==> config.mk <==
export PLATFORM = sky130hd
export DESIGN_NAME = miller_rabin_prime_test_core
export DESIGN_NICKNAME = d
export VERILOG_FILES = /design/src/rtl/mrpt_pkg.sv /design/src/rtl/mrpt_datapath.sv /design/src/rtl/mrpt_ctrl.sv /design/src/rtl/miller_rabin_prime_test_core.sv
export VERILOG_INCLUDE_DIRS = /design/src /design/src/rtl
export SDC_FILE = /design/constraint.sdc
export NUM_CORES = 2
export LEC_CHECK = 0
export BUFFER_PORTS_ARGS = -buffer_cell sky130_fd_sc_hd__buf_2
export CAP_MARGIN = 30
export CORE_ASPECT_RATIO = 1.5
export CORE_MARGIN = 3
export CORE_UTILIZATION = 40
export CTS_CLUSTER_SIZE = 40
export DETAILED_ROUTE_END_ITERATION = 10
export PLACE_DENSITY_LB_ADDON = 0.3
export SKIP_CTS_REPAIR_TIMING = 1
export SYNTH_ARGS = -nofsm -noshare
export SYNTH_HDL_FRONTEND = slang
export SYNTH_SLANG_ARGS = --single-unit
==> constraint.sdc <==
create_clock -name i_clk -period 8.1 [get_ports i_clk]
set_input_delay 1.62 -clock i_clk [delete_from_list [all_inputs] [get_ports i_clk]]
set_output_delay 1.62 -clock i_clk [all_outputs]
set_load 0.01 [all_outputs]
==> src/rtl/miller_rabin_prime_test_core_defines.svh <==
// Assertion macros used by the prime test core controller.
`ifndef MILLER_RABIN_PRIME_TEST_CORE_DEFINES_SVH
`define MILLER_RABIN_PRIME_TEST_CORE_DEFINES_SVH

`ifndef NO_ASSERTIONS

// Check a property on every rising edge, quiet while reset is held.
`define MRPT_ASSERT(lbl, clk, rst_n, prop, msg) \
    lbl: assert property (@(posedge clk) disable iff (!rst_n) (prop)) else $error(msg);

// Check a property on every rising edge, reset included.
`define MRPT_ASSERT_ALWAYS(lbl, clk, prop, msg) \
    lbl: assert property (@(posedge clk) (prop)) else $error(msg);

`else

`define MRPT_ASSERT(lbl, clk, rst_n, prop, msg)
`define MRPT_ASSERT_ALWAYS(lbl, clk, prop, msg)

`endif

`endif

==> src/rtl/mrpt_pkg.sv <==
// Shared constants, command/status types and witness table for the prime test core.
`default_nettype none

package mrpt_pkg;

    localparam int DEFAULT_WIDTH = 64;
    localparam int NUM_WIT       = 12;
    localparam int WIT_IDX_W     = 4;
    localparam int WIT_VAL_W     = 6;

    typedef logic [1:0] t_mul_op;

    localparam t_mul_op MUL_X_BASE    = 2'd0;
    localparam t_mul_op MUL_BASE_BASE = 2'd1;
    localparam t_mul_op MUL_X_X       = 2'd2;

    typedef struct packed {
        logic    load;
        logic    split_init;
        logic    split_shift;
        logic    wit_first;
        logic    wit_next;
        logic    pow_init;
        logic    e_shift;
        logic    mul_start;
        t_mul_op mul_op;
        logic    r_clear;
        logic    r_inc;
    } t_cmd;

    typedef struct packed {
        logic n_two;
        logic n_small_or_even;
        logic d_odd;
        logic w_end;
        logic a_ge_n;
        logic e_zero;
        logic e_one;
        logic e_lsb;
        logic x_is_one;
        logic x_is_nm1;
        logic r_last;
        logic mul_busy;
    } t_stat;

    function automatic logic [WIT_VAL_W-1:0] witness_value(input logic [WIT_IDX_W-1:0] idx);
        logic [WIT_VAL_W-1:0] val;
        case (idx)
            4'd0:    val = 6'd2;
            4'd1:    val = 6'd3;
            4'd2:    val = 6'd5;
            4'd3:    val = 6'd7;
            4'd4:    val = 6'd11;
            4'd5:    val = 6'd13;
            4'd6:    val = 6'd17;
            4'd7:    val = 6'd19;
            4'd8:    val = 6'd23;
            4'd9:    val = 6'd29;
            4'd10:   val = 6'd31;
            4'd11:   val = 6'd37;
            default: val = 6'd0;
        endcase
        return val;
    endfunction

endpackage

`default_nettype wire

==> src/rtl/mrpt_datapath.sv <==
// Datapath: candidate registers, d/s split, exponent, witness index and bit-serial modmul.
`default_nettype none

module mrpt_datapath #(
    parameter int WIDTH = mrpt_pkg::DEFAULT_WIDTH
) (
    input  wire logic          i_clk,
    input  wire logic          i_rst_n,
    input  wire logic [63:0]   i_candidate,
    input  wire mrpt_pkg::t_cmd i_cmd,
    output mrpt_pkg::t_stat    o_stat
);

    localparam int CNT_W = $clog2(WIDTH);

    // (x + y) mod m with x, y below m
    function automatic logic [WIDTH-1:0] add_mod(input logic [WIDTH-1:0] x,
                                                 input logic [WIDTH-1:0] y,
                                                 input logic [WIDTH-1:0] m);
        logic [WIDTH-1:0] gap;
        gap = m - y;
        return (x < gap) ? (x + y) : (x - gap);
    endfunction

    logic [WIDTH-1:0]               r_n, r_nm1, r_d, r_x, r_base, r_e;
    logic [WIDTH-1:0]               r_acc, r_mx, r_my;
    logic [CNT_W-1:0]               r_s, r_r;
    logic [mrpt_pkg::WIT_IDX_W-1:0] r_w;
    logic                           r_mbusy, r_mdst_base;

    logic [mrpt_pkg::WIT_VAL_W-1:0] wit_val;
    logic [WIDTH-1:0]               wit_ext;
    logic [WIDTH-1:0]               op_a, op_b;
    logic [CNT_W:0]                 r_plus1;

    assign wit_val = mrpt_pkg::witness_value(r_w);
    assign wit_ext = {{(WIDTH - mrpt_pkg::WIT_VAL_W){1'b0}}, wit_val};
    assign r_plus1 = {1'b0, r_r} + {{CNT_W{1'b0}}, 1'b1};

    always_comb begin
        case (i_cmd.mul_op)
            mrpt_pkg::MUL_X_BASE: begin
                op_a = r_x;
                op_b = r_base;
            end
            mrpt_pkg::MUL_BASE_BASE: begin
                op_a = r_base;
                op_b = r_base;
            end
            default: begin
                op_a = r_x;
                op_b = r_x;
            end
        endcase
    end

    // multiplier control
    always_ff @(posedge i_clk) begin
        if (!i_rst_n) begin
            r_mbusy <= 1'b0;
        end else if (i_cmd.mul_start) begin
            r_mbusy <= 1'b1;
        end else if (r_mbusy && (r_my == '0)) begin
            r_mbusy <= 1'b0;
        end
    end

    always_ff @(posedge i_clk) begin
        if (i_cmd.load) begin
            r_n <= i_candidate[WIDTH-1:0];
        end
        if (i_cmd.split_init) begin
            r_nm1 <= r_n - WIDTH'(1);
            r_d   <= r_n - WIDTH'(1);
            r_s   <= '0;
        end else if (i_cmd.split_shift) begin
            r_d <= r_d >> 1;
            r_s <= r_s + CNT_W'(1);
        end
        if (i_cmd.wit_first) begin
            r_w <= '0;
        end else if (i_cmd.wit_next) begin
            r_w <= r_w + mrpt_pkg::WIT_IDX_W'(1);
        end
        if (i_cmd.r_clear) begin
            r_r <= '0;
        end else if (i_cmd.r_inc) begin
            r_r <= r_r + CNT_W'(1);
        end
        if (i_cmd.pow_init) begin
            r_e <= r_d;
        end else if (i_cmd.e_shift) begin
            r_e <= r_e >> 1;
        end

        // shift-and-add modular multiply, one multiplier bit per cycle
        if (i_cmd.mul_start) begin
            r_acc       <= '0;
            r_mx        <= op_a;
            r_my        <= op_b;
            r_mdst_base <= (i_cmd.mul_op == mrpt_pkg::MUL_BASE_BASE);
        end else if (r_mbusy && (r_my != '0)) begin
            if (r_my[0]) begin
                r_acc <= add_mod(r_acc, r_mx, r_n);
            end
            r_mx <= add_mod(r_mx, r_mx, r_n);
            r_my <= r_my >> 1;
        end

        if (i_cmd.pow_init) begin
            r_x    <= WIDTH'(1);
            r_base <= wit_ext;
        end else if (r_mbusy && (r_my == '0)) begin
            if (r_mdst_base) begin
                r_base <= r_acc;
            end else begin
                r_x <= r_acc;
            end
        end
    end

    always_comb begin
        o_stat.n_two           = (r_n == WIDTH'(2));
        o_stat.n_small_or_even = (r_n[WIDTH-1:1] == '0) || !r_n[0];
        o_stat.d_odd           = r_d[0];
        o_stat.w_end           = (r_w == mrpt_pkg::WIT_IDX_W'(mrpt_pkg::NUM_WIT));
        o_stat.a_ge_n          = (wit_ext >= r_n);
        o_stat.e_zero          = (r_e == '0);
        o_stat.e_one           = (r_e == WIDTH'(1));
        o_stat.e_lsb           = r_e[0];
        o_stat.x_is_one        = (r_x == WIDTH'(1));
        o_stat.x_is_nm1        = (r_x == r_nm1);
        o_stat.r_last          = (r_plus1 == {1'b0, r_s});
        o_stat.mul_busy        = r_mbusy;
    end

endmodule

`default_nettype wire

==> src/rtl/mrpt_ctrl.sv <==
// Controller: sequences the split, witness loop, exponentiation and squaring chain.
`default_nettype none

`include "miller_rabin_prime_test_core_defines.svh"

module mrpt_ctrl (
    input  wire logic            i_clk,
    input  wire logic            i_rst_n,
    input  wire logic            i_start,
    input  wire mrpt_pkg::t_stat i_stat,
    output mrpt_pkg::t_cmd       o_cmd,
    output logic                 o_busy,
    output logic                 o_valid,
    output logic                 o_is_prime
);

    localparam logic [3:0] S_IDLE    = 4'd0;
    localparam logic [3:0] S_CHECK   = 4'd1;
    localparam logic [3:0] S_SPLIT   = 4'd2;
    localparam logic [3:0] S_WSEL    = 4'd3;
    localparam logic [3:0] S_POW     = 4'd4;
    localparam logic [3:0] S_POW_MUL = 4'd5;
    localparam logic [3:0] S_SQB     = 4'd6;
    localparam logic [3:0] S_SQB_MUL = 4'd7;
    localparam logic [3:0] S_TEST    = 4'd8;
    localparam logic [3:0] S_SQ_CHK  = 4'd9;
    localparam logic [3:0] S_SQ_MUL  = 4'd10;
    localparam logic [3:0] S_DONE    = 4'd11;

    logic [3:0] r_state, n_state;
    logic       r_prime, n_prime;

    always_comb begin
        n_state = r_state;
        n_prime = r_prime;
        o_cmd   = '0;
        case (r_state)
            S_IDLE: begin
                if (i_start) begin
                    o_cmd.load = 1'b1;
                    n_state    = S_CHECK;
                end
            end
            S_CHECK: begin
                if (i_stat.n_two) begin
                    n_prime = 1'b1;
                    n_state = S_DONE;
                end else if (i_stat.n_small_or_even) begin
                    n_prime = 1'b0;
                    n_state = S_DONE;
                end else begin
                    o_cmd.split_init = 1'b1;
                    n_state          = S_SPLIT;
                end
            end
            S_SPLIT: begin
                if (i_stat.d_odd) begin
                    o_cmd.wit_first = 1'b1;
                    n_state         = S_WSEL;
                end else begin
                    o_cmd.split_shift = 1'b1;
                end
            end
            S_WSEL: begin
                if (i_stat.w_end) begin
                    n_prime = 1'b1;
                    n_state = S_DONE;
                end else if (i_stat.a_ge_n) begin
                    o_cmd.wit_next = 1'b1;
                end else begin
                    o_cmd.pow_init = 1'b1;
                    n_state        = S_POW;
                end
            end
            S_POW: begin
                if (i_stat.e_zero) begin
                    n_state = S_TEST;
                end else if (i_stat.e_lsb) begin
                    o_cmd.mul_start = 1'b1;
                    o_cmd.mul_op    = mrpt_pkg::MUL_X_BASE;
                    n_state         = S_POW_MUL;
                end else begin
                    n_state = S_SQB;
                end
            end
            S_POW_MUL: begin
                if (!i_stat.mul_busy) begin
                    n_state = S_SQB;
                end
            end
            S_SQB: begin
                // last exponent bit: the squared base is never used
                o_cmd.e_shift = 1'b1;
                if (i_stat.e_one) begin
                    n_state = S_TEST;
                end else begin
                    o_cmd.mul_start = 1'b1;
                    o_cmd.mul_op    = mrpt_pkg::MUL_BASE_BASE;
                    n_state         = S_SQB_MUL;
                end
            end
            S_SQB_MUL: begin
                if (!i_stat.mul_busy) begin
                    n_state = S_POW;
                end
            end
            S_TEST: begin
                if (i_stat.x_is_one) begin
                    o_cmd.wit_next = 1'b1;
                    n_state        = S_WSEL;
                end else begin
                    o_cmd.r_clear = 1'b1;
                    n_state       = S_SQ_CHK;
                end
            end
            S_SQ_CHK: begin
                if (i_stat.x_is_nm1) begin
                    o_cmd.wit_next = 1'b1;
                    n_state        = S_WSEL;
                end else if (i_stat.r_last || i_stat.x_is_one) begin
                    n_prime = 1'b0;
                    n_state = S_DONE;
                end else begin
                    o_cmd.r_inc     = 1'b1;
                    o_cmd.mul_start = 1'b1;
                    o_cmd.mul_op    = mrpt_pkg::MUL_X_X;
                    n_state         = S_SQ_MUL;
                end
            end
            S_SQ_MUL: begin
                if (!i_stat.mul_busy) begin
                    n_state = S_SQ_CHK;
                end
            end
            S_DONE: begin
                n_state = S_IDLE;
            end
            default: begin
                n_state = S_IDLE;
            end
        endcase
    end

    always_ff @(posedge i_clk) begin
        if (!i_rst_n) begin
            r_state <= S_IDLE;
            r_prime <= 1'b0;
        end else begin
            r_state <= n_state;
            r_prime <= n_prime;
        end
    end

    assign o_busy     = (r_state != S_IDLE);
    assign o_valid    = (r_state == S_DONE);
    assign o_is_prime = r_prime;

    `MRPT_ASSERT(a_start_takes, i_clk, i_rst_n, (i_start && !o_busy) |=> o_busy, "accepted item did not raise busy")
    `MRPT_ASSERT(a_valid_frees, i_clk, i_rst_n, o_valid |=> (!o_valid && !o_busy), "result strobe not followed by idle")
    `MRPT_ASSERT(a_mul_free, i_clk, i_rst_n, o_cmd.mul_start |-> !i_stat.mul_busy, "multiply started while multiplier busy")
    `MRPT_ASSERT(a_mul_wait, i_clk, i_rst_n, o_cmd.mul_start |=> i_stat.mul_busy, "multiplier did not take the start")

endmodule

`default_nettype wire

==> src/rtl/miller_rabin_prime_test_core.sv <==
// Top level of the deterministic 64-bit Miller-Rabin prime test core.
//
//  Channel | Ports                   | Handshake
//  --------+-------------------------+--------------------------------------------
//  input   | i_candidate             | item taken at edge with start high, busy low
//  result  | o_is_prime              | o_valid high one cycle, taken at its end
//
// One item at a time. On the short paths (below two, even, two) the check state goes
// straight to the done state, which raises the strobe. A full test runs the d/s split,
// then up to 12 witnesses, each a square-and-multiply ladder plus squaring chain; every
// modular product goes through the bit-serial shift-and-add multiplier at one
// multiplier bit per cycle. Reset (synchronous, active low) returns the controller to
// idle; busy drops. The receiver cannot stall: the result strobe lasts exactly one cycle.
`default_nettype none

module miller_rabin_prime_test_core #(
    parameter int WIDTH = mrpt_pkg::DEFAULT_WIDTH
) (
    input  wire logic        i_clk,
    input  wire logic        i_rst_n,
    input  wire logic        start,
    output logic             busy,
    input  wire logic [63:0] i_candidate,
    output logic             o_valid,
    output logic             o_is_prime
);

    mrpt_pkg::t_cmd  cmd;
    mrpt_pkg::t_stat stat;

    // Sequencer: owns the state, the busy flag and the result bit.
    mrpt_ctrl u_ctrl (
        .i_clk      (i_clk),
        .i_rst_n    (i_rst_n),
        .i_start    (start),
        .i_stat     (stat),
        .o_cmd      (cmd),
        .o_busy     (busy),
        .o_valid    (o_valid),
        .o_is_prime (o_is_prime)
    );

    // Arithmetic: masks the candidate to WIDTH bits and holds all operands.
    mrpt_datapath #(
        .WIDTH (WIDTH)
    ) u_datapath (
        .i_clk       (i_clk),
        .i_rst_n     (i_rst_n),
        .i_candidate (i_candidate),
        .i_cmd       (cmd),
        .o_stat      (stat)
    );

endmodule

`default_nettype wire

Word-level counts from Yosys, hierarchy flattened
Memory sizes are Yosys's and may differ from the RTL's. A register that Yosys moved wholly into a read port is not among the register bits.
Index checks and enable logic that the tools add are counted.
- $add $sub $neg: 10
- $lt $le $gt $ge: 3
- equal/unequal tests: 28
- multiplexer cells: 68
- bitwise gates (word level): 1
- reduce and logical (&&, ||, !) cells: 26
- operators with widths (cell ; count):
    $mux 64 ; 12
    $sub 64x64->64 ; 3
    $add 64x64->64 ; 2
    $eq 64x1->1 const B ; 2
    $logic_not 64->1 ; 2
    $lt 64x64->1 ; 2
    $eq 64x2->1 const B ; 1
    $eq 64x64->1 ; 1
    $ge 6x64->1 ; 1
    $reduce_bool 64->1 ; 1
    $sub 64x1->64 const B ; 1
    $logic_not 63->1 ; 1
    $mux 4 ; 15
    $pmux 4 s11 ; 1
    $mux 1 ; 26
    $eq 4x4->1 const B ; 5
    $mux 6 ; 3
    $eq 4x3->1 const B ; 4
    $mux 3 ; 5
    $add 6x1->6 const B ; 2
    $ne 2x2->1 const B ; 6
    $reduce_bool 2->1 ; 6
    $pmux 3 s3 ; 1
    $eq 4x2->1 const B ; 2
    other kinds (21) ; 31
- flip-flop bits (word level): 599
- memory bits (read-only): 96
- output and inout bits: 3
- logic and storage cells: 154
- memories: 1
- memory list (name ; words ; bits a word ; read ports ; clocked after Yosys merged registers in ; wr ports ; RTL line ; RTL):
    (no name shown) ; 16 ; 6 ; 1 ; 1 ; 0 ; mrpt_pkg.sv:48 ; case (idx)

Depth between registers and ports, before layout
- depth in word-level cells: 10
- mapped depth: 37

Cells and area by module
From an unflattened synthesis, not the netlist that was laid out.
- cell total of the unflattened synthesis: 4889
- area total of the unflattened synthesis: 43511.7 um^2
- modules (own cells, without submodules) (module ; times used ; cells an instance ; area an instance (um^2) ; sequential area each (um^2)):
    mrpt_datapath ; 1 ; 4800 ; 42861.1 ; 15925.3
    mrpt_ctrl ; 1 ; 89 ; 650.6 ; 100.1

Least setup slack after synthesis
Ideal clock, no wire load.
- path type: reg-to-reg
- start point: register u_datapath.r_n[0]
- end point: register u_datapath.r_mx[53], data pin
- library setup time: 0.276 ns
- arrival time: 7.464 ns
- required time: 7.824 ns
- path slack: 0.360 ns
- cell stages (with the launch flop): 37
- cell sequence: edfxtp_1 > inv_1 > ha_1 > inv_1 > fa_1 > a211oi_1 > o21bai_1 > a21oi_1 > o21bai_1 > a21oi_1 > o21bai_1 > a21oi_1 > xor2_1 > ha_1 > nand3_1 > nand2_1 > a221o_1 > a2111oi_0 > nor3_1 > maj3_2 > nor3_2 > o41ai_2 > maj3_2 > a211oi_1 > o21ai_2 > a21oi_2 > o21bai_4 > a31o_2 > maj3_2 > a2111oi_4 > a2111oi_1 > or3_1 > o2111a_1 > maj3_2 > xnor2_1 > nand2_1 > a22oi_1
- cells in the longest elaborated chain, start to end: 5
- elaborated cells between the ends (all ways): 6
- RTL lines (what ; RTL line ; RTL):
    from (decl) ; mrpt_datapath.sv:25 ; logic [WIDTH-1:0] r_n, r_nm1, r_d, r_x, r_base, r_e;
    from (signal assigned) ; mrpt_datapath.sv:70 ; r_n <= i_candidate[WIDTH-1:0];
    $sub 64x64->64 * ; mrpt_datapath.sv:21 ; gap = m - y;
    $sub 64x64->64 / $lt 64x64->1 (equally long branches) ; mrpt_datapath.sv:22 ; return (x < gap) ? (x + y) : (x - gap);
    $mux 64 * ; mrpt_datapath.sv:22 ;
    $mux 64 * ; mrpt_datapath.sv:102 ; end else if (r_mbusy && (r_my != '0)) begin
    $mux 64 * ; mrpt_datapath.sv:97 ; if (i_cmd.mul_start) begin
    to (signal assigned) ; mrpt_datapath.sv:99 ; r_mx <= op_a;
    to (signal assigned) ; mrpt_datapath.sv:106 ; r_mx <= add_mod(r_mx, r_mx, r_n);
    to (decl) ; mrpt_datapath.sv:26 ; logic [WIDTH-1:0] r_acc, r_mx, r_my;
Every way passes the cells marked *; elsewhere a longest branch is shown, timed or not. The select of a mux whose other input is x is not followed.
A chain may end at the register's enable or synchronous reset.

Worst setup path in the final report
- start point: register u_datapath.r_n[3]
- end point: register u_datapath.r_mx[53], data pin
The elaborated chain is that of the path after synthesis.

==> results.yml <==
global_routing:
  gr-total-overflow: 0
  grt_use_total_pct: 25.4
  grt_max_degree: 197
  grt_pass1_wl_um: 212000
  antenna_found_initial: 3
  grt_pass1_vias: 35367
critical_path:
  crit_top_cell: "maj3_2"
  crit_path_end_kind: "flip-flop"
  critPathRequiredTime_ps: 8490
  reg2reg_depth: 35
  path_max_fanout: 3
  cp_slowest_cell: "edfxtp_1"
  start_kind: "flip-flop"
  cp.arrival_ps: 8140
  slowest_delay_ps: 480
  worstSetupPathType: "reg -> reg"
routing:
  wirelength_um: 143000
  drt_iter0_markers: 2556
  antenna_left: 0
  viasPerCell: 5.78
  post_drt_wl_per_cell_um: 22.8
  dr_total_vias: 36287
  remaining_drc_errors: 0
  drt_first_pass_iters: 6
final_layout:
  utilization_pct: 46.0
  insertedDiodeCount: 0
  area_growth_pct: 13.9
  drive_gt1_share_pct: 12.3
  fin_area_um2: 47400
  fillerInstances: 10068
  layout.nets: 5102
  layoutNonFillerInstCount: 6278
synth:
  syn_area_um2: 41600
  synth_top_cell_by_area: "edfxtp_1"
  synth_ff_type: "edfxtp_1"
  avgSynthCellArea_um2: 8.90
  synth_edf_count: 391
  ys_top_cells_by_area: "edfxtp_1 28%, dfxtp_1 10%, ha_1 5.8%"
  async_flop_share_pct: 0
  yosysWarnings: 0
  synth_common_cells: "575 x nand2_1, 422 x a21oi_1, 415 x nor2_1"
  netlist.area_leader.share_pct: 28.2
  synth_nets: 4939
  yosysSeqAreaShare_pct: 38.5
  yosysMostFrequentCell: "nand2_1"
  synth_cells: 4676
  ys_ff_latch: 605
  ys_types: 97
timing:
  fmax_mhz: 129
  slew_violations: 0
  fin_setup_tns_ps: 0
  layout_min_cycle_time_ps: 7750
  slew_headroom_pct: 21.1
  finalSetupViolCount: 0
  min_period_over_period_pct: 95.7
  clock_skew_ps: 26.0
  hold_ws_ps: 514
  timing.final.hold_violations: 0
  fin_ws_ps: 352
  tightest_slew_ps: 1180
outcome:
  status: "complete, no violations"
placement:
  pre_cts_ws_ps: -415
  placed_area_um2: 44800
  place_hpwl_um: 108000
  placed_cells: 6145
  place_congestion: 0.977
  port-buffer-count: 69
pwr:
  power_density_nw_per_um2: 449
  p_leak_nw: 18.6
  finalPower_mw: 21.3
  worst_ir_drop_vdd_mv: 0.227
die:
  rows: 144
  die_width_um: 269
  initial_core_util_pct: 40.4
  dieArea_um2: 108000
  ioPinCount: 70
  dieHeight_um: 401
  core-area_um2: 103000
cts:
  path_clk_slew_ps: 70
  cts_sinks: 605
  cts_tree: "yes"
  insertion_delay_ps: 660
  cts_buffers: 66
  cts.htree.levels: 3
  clockBufferDepth: 3
  root_buffer: "clkbuf_16"
worst_hold_path:
  hold_path.class: "reg -> reg"
  hold_path_depth: 2
run:
  maxCapViolCount: 0
## cells by family (layout without fill, tap and decap cells)
| group | count (synthesis) | count (layout) | synth area share, % |
|---|---|---|---|
| buffers and inverters | 369 | 584 | 3.39 |
| AO/OA/AOI/OAI | 1213 | 1213 | 18.0 |
| flip-flops | 605 | 605 | 38.5 |
| XOR/XNOR | 423 | 423 | 9.11 |
| multiplexers | 243 | 243 | 6.05 |
| AND/OR/NAND/NOR | 1550 | 1550 | 17.1 |
| adder cells (fa/ha/maj) | 273 | 273 | 7.85 |
## critical path: cells and delay by family, from the launching register on
family          cells  cell delay [ps]
simple gates        6             1180
xor+xnor            2              310
buf+inv             1              160
flops               1              480
fa+ha+maj           6             1940
compound gates     20             3390
## report_power, final
part | total, mW | leakage, nW | internal (mW) | switching [mW]
combinational | 12.9 | 12.2 | 5.51 | 7.38
clock | 3.20 | 1.07 | 1.80 | 1.41
sequential | 5.18 | 5.32 | 4.29 | 0.896
## layout by cell type, fill, tap and decap left out, drive strengths merged, types with 75 or more instances in the layout
cell type and instances:
mux2i 173, dfxtp 214, a21oi 429, inv 160
a21o 110, o21ai 303, nor2 416, maj3 77
nand2 575, nor4 95, buf 307, ha 192
xnor2 223, clkbuf 82, nor3 75, xor2 197
edfxtp 391
## registers in the layout, indices dropped and copies added (netlist names)
register and count:
u_datapath.r_r 6, u_datapath.r_nm1 64, u_datapath.r_mbusy 1, u_datapath.r_s 6, u_datapath.r_base 64, u_ctrl.r_state 4, u_datapath.r_x 64, u_datapath.r_n 64
u_datapath.wit_val 6, u_ctrl.o_is_prime 1, u_datapath.r_acc 64, u_datapath.r_mx 64, u_datapath.r_d 64, u_datapath.r_my 64, u_datapath.r_mdst_base 1, u_datapath.r_e 64
u_datapath.r_w 4
## worst paths after layout
path	startpoint	end	slack [ps]
worst max-delay path	u_datapath.r_n[3]	u_datapath.r_mx[53]	350
worst min-delay path	u_datapath.r_s[1]	u_datapath.r_s[1]	510
worst max register to register	u_datapath.r_n[3]	u_datapath.r_mx[53]	350
worst min register to register	u_datapath.r_s[1]	u_datapath.r_s[1]	510
## area by class of cell
cell class / count / area, um2 / area share (%)
Tap cell: 1387 / 1740 / 3.66
Clock buffer: 79 / 1750 / 3.69
Inverter: 154 / 583 / 1.23
Multi-Input combinational cell: 3702 / 24500 / 51.7
Sequential cell: 605 / 16000 / 33.8
Clock inverter: 41 / 462 / 0.974
Timing Repair Buffer: 310 / 2340 / 4.94
## layer usage
layer	routed length, um	part of all wire (%)	track usage (%)	up-vias
met5	0	0	0	-
met1	55100	39	28.8	17529
met3	6850	4.8	3.16	379
met2	71600	50	45.9	1110
met4	9350	6.5	14.7	0
li1	-	-	-	17269
Power figures use the tool's default switching activity.
